[src/dsp_pkg.sv]
package dsp_pkg;

	// default coordinate width and the fixed widths after normalization
	localparam int COORD_WIDTH_DEF = 32;
	localparam int NORM_BITS       = 29;
	localparam int NUM_W           = 63;
	localparam int DEN_W           = 35;

	localparam int CFG_IDX_W  = 3;
	localparam int CFG_DATA_W = 32;

	typedef enum logic [CFG_IDX_W-1:0] {
		REG_FOCAL_X       = 3'd0,
		REG_FOCAL_Y       = 3'd1,
		REG_CENTER_X      = 3'd2,
		REG_CENTER_Y      = 3'd3,
		REG_SPHERE_OFFSET = 3'd4,
		REG_BLEND_RATIO   = 3'd5
	} reg_idx_t;

	localparam logic [31:0] FOCAL_X_RST       = 32'd33554432;
	localparam logic [31:0] FOCAL_Y_RST       = 32'd33554432;
	localparam logic [31:0] CENTER_X_RST      = 32'd20971520;
	localparam logic [31:0] CENTER_Y_RST      = 32'd15728640;
	localparam logic [31:0] SPHERE_OFFSET_RST = 32'd0;
	localparam logic [30:0] BLEND_RATIO_RST   = 31'd536870912;
	localparam logic [30:0] Q30_ONE           = 31'd1073741824;

endpackage

[src/dsp_sqrt_cell.sv]
module dsp_sqrt_cell #(
	parameter int K  = 0,
	parameter int NW = 60,
	parameter int RW = 30,
	parameter type side_t = logic
) (
	input  logic          clk,
	input  logic          arst_n,
	input  logic          en,
	input  logic          in_valid,
	input  logic [NW-1:0] in_rem,
	input  logic [RW-1:0] in_root,
	input  side_t         in_side,
	output logic          out_valid,
	output logic [NW-1:0] out_rem,
	output logic [RW-1:0] out_root,
	output side_t         out_side
);
	localparam int TW = NW + 2;

	logic [TW-1:0] trial;
	logic          take;
	logic [NW-1:0] rem_nx;
	logic [RW-1:0] root_nx;

	// (2r + 2^k) * 2^k against the remainder n - r^2
	always_comb begin
		trial   = (TW'(in_root) << (K + 1)) + (TW'(1) << (2 * K));
		take    = TW'(in_rem) >= trial;
		rem_nx  = take ? (in_rem - trial[NW-1:0]) : in_rem;
		root_nx = take ? (in_root | (RW'(1) << K)) : in_root;
	end

	always_ff @(posedge clk or negedge arst_n) begin
		if (!arst_n) begin
			out_valid <= 1'b0;
		end else if (en) begin
			out_valid <= in_valid;
		end
	end

	always_ff @(posedge clk) begin
		if (en) begin
			out_rem  <= rem_nx;
			out_root <= root_nx;
			out_side <= in_side;
		end
	end
endmodule

[src/dsp_isqrt.sv]
module dsp_isqrt import dsp_pkg::*; #(
	parameter int NW = 60,
	parameter type side_t = logic
) (
	input  logic                clk,
	input  logic                arst_n,
	input  logic                en,
	input  logic                in_valid,
	input  logic [NW-1:0]       radicand,
	input  side_t               in_side,
	output logic                out_valid,
	output logic [(NW+1)/2-1:0] root,
	output side_t               out_side
);
	localparam int RW = (NW + 1) / 2;

	logic          vld_c  [RW+1];
	logic [NW-1:0] rem_c  [RW+1];
	logic [RW-1:0] root_c [RW+1];
	side_t         side_c [RW+1];

	assign vld_c[0]  = in_valid;
	assign rem_c[0]  = radicand;
	assign root_c[0] = '0;
	assign side_c[0] = in_side;

	// one root bit per cell, top bit first
	for (genvar i = 0; i < RW; i++) begin : g_cell
		dsp_sqrt_cell #(
			.K(RW - 1 - i), .NW(NW), .RW(RW), .side_t(side_t)
		) u_cell (
			.clk(clk), .arst_n(arst_n), .en(en),
			.in_valid(vld_c[i]), .in_rem(rem_c[i]), .in_root(root_c[i]),
			.in_side(side_c[i]),
			.out_valid(vld_c[i+1]), .out_rem(rem_c[i+1]), .out_root(root_c[i+1]),
			.out_side(side_c[i+1])
		);
	end

	assign out_valid = vld_c[RW];
	assign root      = root_c[RW];
	assign out_side  = side_c[RW];
endmodule

[config.mk]
export PLATFORM = sky130hd
export DESIGN_NAME = dsp_isqrt
export DESIGN_NICKNAME = d
export VERILOG_FILES = /design/src/dsp_pkg.sv /design/src/dsp_sqrt_cell.sv /design/src/dsp_isqrt.sv
export SDC_FILE = /design/constraint.sdc
export NUM_CORES = 2
export LEC_CHECK = 0
export BUFFER_PORTS_ARGS = -buffer_cell sky130_fd_sc_hd__buf_2
export CORE_AREA = 2 2 493 495
export DETAILED_ROUTE_END_ITERATION = 16
export DIE_AREA = 0 0 495 497
export PLACE_DENSITY = 0.61
export RECOVER_POWER = 100
export SYNTH_ARGS = -nofsm -noshare
export SYNTH_HDL_FRONTEND = slang
export SYNTH_SLANG_ARGS = --single-unit
[constraint.sdc]
create_clock -name clk -period 6.1 [get_ports clk]
set_clock_uncertainty 0.1 [all_clocks]
set_input_delay 0.61 -clock clk [delete_from_list [all_inputs] [get_ports clk]]
set_output_delay 0.61 -clock clk [all_outputs]
set_load 0.005 [all_outputs]
==> impl_metrics.toml <==
[cts]
cts_setup_buffers = 0
cts_sinks = 2265
clk_latency_ps = 910
cts.path.max_buffers = 3
cts_root_buf = "clkbuf_16"
cts_hold_buffers = 63
cts_resized = 0
path_clk_slew_ps = 60
htree_levels = 4
cts_buffers = 236
cts_tree = "yes"

[grt]
grt_pass1_vias = 66400
track_usage_pct = 20.1
grt_max_degree = 191
overflow = 0
antenna_found_initial = 10
grt_pass1_wl_mm = 386

[power]
power.switching_mw = 13.2
total_leakage_power_nw = 44.6
p_clk_share_pct = 33.1
powerDensity_mw_per_mm2 = 376
p_int_mw = 32.3
p_comb_share_pct = 19.8
vdd_drop_max_mv = 0.270
pwr-share-seq_pct = 47.0
switching_share_pct = 28.9

[cells_and_area]
area_delta_synth_final_pct = 12.0
regArea_sq_mm = 0.0679
drive_gt1_share_pct = 6.37
nets = 9365
multi_input_area_sq_mm = 0.0371
fillers = 20800

[placement]
dp_hpwl_mm = 187
dpl_worst_slack_ps = 1070
place.gp.congestion = 0.900
io_buffers = 96

[timing]
setup-tns-final_ps = 0
slew_viol_final = 1914
fmax_mhz = 188
tightest_slew_ps = 3320
final-setup-viol-count = 0
min_period_over_period_pct = 87.1
period_minus_slack_ps = 5310
hold_ws_ps = 300
finalWorstSetupSlack_ps = 788
rsz0062_at_grt = "false"
hold_viol_final = 0
slew_headroom_pct = -121

[floorplanning]
core_area_sq_mm = 0.240
die_height_um = 497
die_width_um = 495
ioPinCount = 97
num_rows = 180
initial_core_util_pct = 44.9
dieArea_sq_mm = 0.246

[route]
wl_mm = 252
num_vias = 67900
post_drt_wl_per_cell_um = 20.6
first_pass_iters = 6
viasPerCell = 5.57
ant_nets = 0
drt_iter0_drc = 6000
post-route-drc-count = 0

[logic_synthesis]
postSynthCellCount = 8518
seq_area_frac_synth_pct = 62.9
synth_edf_count = 2235
ys_warn_count = 0
synth_cell_type_count = 89
synthArstFlopShare_pct = 1.32
syn-num-nets = 9076
synth_seq_cells = 2265
syn_area_sq_mm = 0.108
avgSynthCellArea_sq_um = 12.7
yosys_most_used_dff = "edfxtp_1"

[job]
cap_violations = 30

[critical_path]
cp_max_fo = 24
r2r-start = "g_cell[15].u_cell.out_rem[28]"
cp-start-kind = "flop"
rrSetupSlack_ps = 790
path_class = "reg2reg"
r2r_end = "g_cell[16].u_cell.out_rem[35]"
rr_worst_depth = 10
cp.required_ps = 6620
worstPathArrival_ps = 5830
cp-end-kind = "flop"

[hold_path]
hp-start = "radicand[38]"
holdPathStages = 2
min_to = "g_cell[0].u_cell.out_rem[38]"
hold_class = "in2reg"

[run_status]
run_status = "complete, but fails checks"
violations = "max-capacitance violations, max-slew violations"
-- worst max-delay path, cell delays in order (launching register included) --
cell,delay [ps]
edfxtp_1,410
ha_1,370
nor2b_1,140
o21ai_0,120
a21oi_1,280
o41ai_1,130
a21boi_0,390
o2111ai_1,230
o21ai_0,1540
clkbuf_1,890
mux2_2,430
-- kinds of logic after synthesis --
kind of cell	count (synthesis)	share of synthesized area (%)
compound gates	1590	9.08
xor+xnor	773	6.27
fa+ha+maj	493	5.72
buf+inv	782	2.75
flops	2265	62.9
mux	109	1.13
simple gates	2506	12.2
-- worst max-delay path by stage --
stage | start | to | slack, ps | depth (start not counted)
after floorplan | g_cell[19].u_cell.out_rem[52] | g_cell[20].u_cell.out_rem[43] | 2510 | 9
after global placement | g_cell[20].u_cell.out_rem[35] | g_cell[21].u_cell.out_rem[59] | 1130 | 9
after detailed placement | g_cell[20].u_cell.out_rem[35] | g_cell[21].u_cell.out_rem[59] | 1070 | 9
after CTS | g_cell[20].u_cell.out_rem[34] | g_cell[21].u_cell.out_rem[59] | 1050 | 9
after global routing | g_cell[26].u_cell.out_rem[43] | g_cell[27].u_cell.out_rem[10] | 450 | 9
final | g_cell[15].u_cell.out_rem[28] | g_cell[16].u_cell.out_rem[35] | 790 | 10
-- per-layer routing --
| metal | GRT usage [%] | wire, um | vias to the layer above |
|---|---|---|---|
| met4 | 5.08 | 5740 | 0 |
| li1 | - | - | 32600 |
| met3 | 2.59 | 11800 | 365 |
| met1 | 27.2 | 110000 | 33200 |
| met5 | 0 | 0 | - |
| met2 | 34.1 | 124000 | 1698 |
-- flip-flops by register name, indices dropped and copies added (netlist names) --
register,cells
g_cell.u_cell.out_rem,1740
g_cell.u_cell.out_valid,30
g_cell.u_cell.out_side,30
g_cell.u_cell.out_root,465
-- synthesized netlist by cell type (90+ instances only) --
| cell | instances | share of area (%) |
|---|---|---|
| a21o_1 | 189 | 1.3 |
| a21oi_1 | 481 | 2.2 |
| clkbuf_1 | 150 | 0.52 |
| edfxtp_1 | 2235 | 62 |
| ha_1 | 493 | 5.7 |
| inv_1 | 610 | 2.1 |
| mux2_2 | 96 | 1.0 |
| nand2_1 | 575 | 2.0 |
| nand2b_1 | 96 | 0.56 |
| nand3_1 | 156 | 0.72 |
| nand4_1 | 127 | 0.74 |
| nor2_1 | 487 | 1.7 |
| nor3_1 | 218 | 1.0 |
| nor4_1 | 308 | 1.8 |
| o21a_1 | 90 | 0.63 |
| o21ai_0 | 445 | 2.1 |
| xnor2_1 | 410 | 3.3 |
| xor2_1 | 363 | 2.9 |
-- placed cells by master, fill, tap and decap left out, drive strengths merged, types with 89 or more instances in the layout --
cell and count:
mux2 97, a21oi 481, xnor2 410, clkinv 106, or3 89, nand2 575, o21a 90, xor2 363
a21o 189, nor3 218, nand2b 96, o21ai 451, nor4 308, inv 619, nor2 488, nand4 127
edfxtp 2235, clkbuf 401, ha 493, nand3 156
-- cell type report --
type,count,share of cell area [%]
Multi-Input combinational cell,5471,30.7
Clock buffer,271,5.04
Timing Repair Buffer,221,1.12
Clock inverter,175,1.83
Antenna cell,1,0.00207
Tap cell,3185,3.30
Sequential cell,2265,56.1
Inverter,612,1.90
-- power by group through the flow --
stage / clock network, mW / registers [mW] / logic [mW]
floorplan: 0 / 20.9 / 6.63
global placement: 0 / 21.7 / 8.80
detailed placement: 0 / 21.7 / 8.90
CTS: 15.4 / 21.4 / 9.01
global route: 16.0 / 21.6 / 10.0
finish: 15.1 / 21.4 / 9.02
-- per-stage QoR --
stage / utilization (%) / area [sq um] / instances / power, mW
2_1_floorplan: - / 108000 / 8518 / 27.5
3_3_place_gp: 46.8 / 112000 / 11700 / 30.5
3_5_place_dp: 46.8 / 112000 / 11700 / 30.6
4_1_cts: 50.5 / 121000 / 12200 / 45.8
5_1_grt: 50.3 / 121000 / 12200 / 47.6
6_report: 50.3 / 121000 / 12200 / 45.5
(Power assumes the default switching activity.)
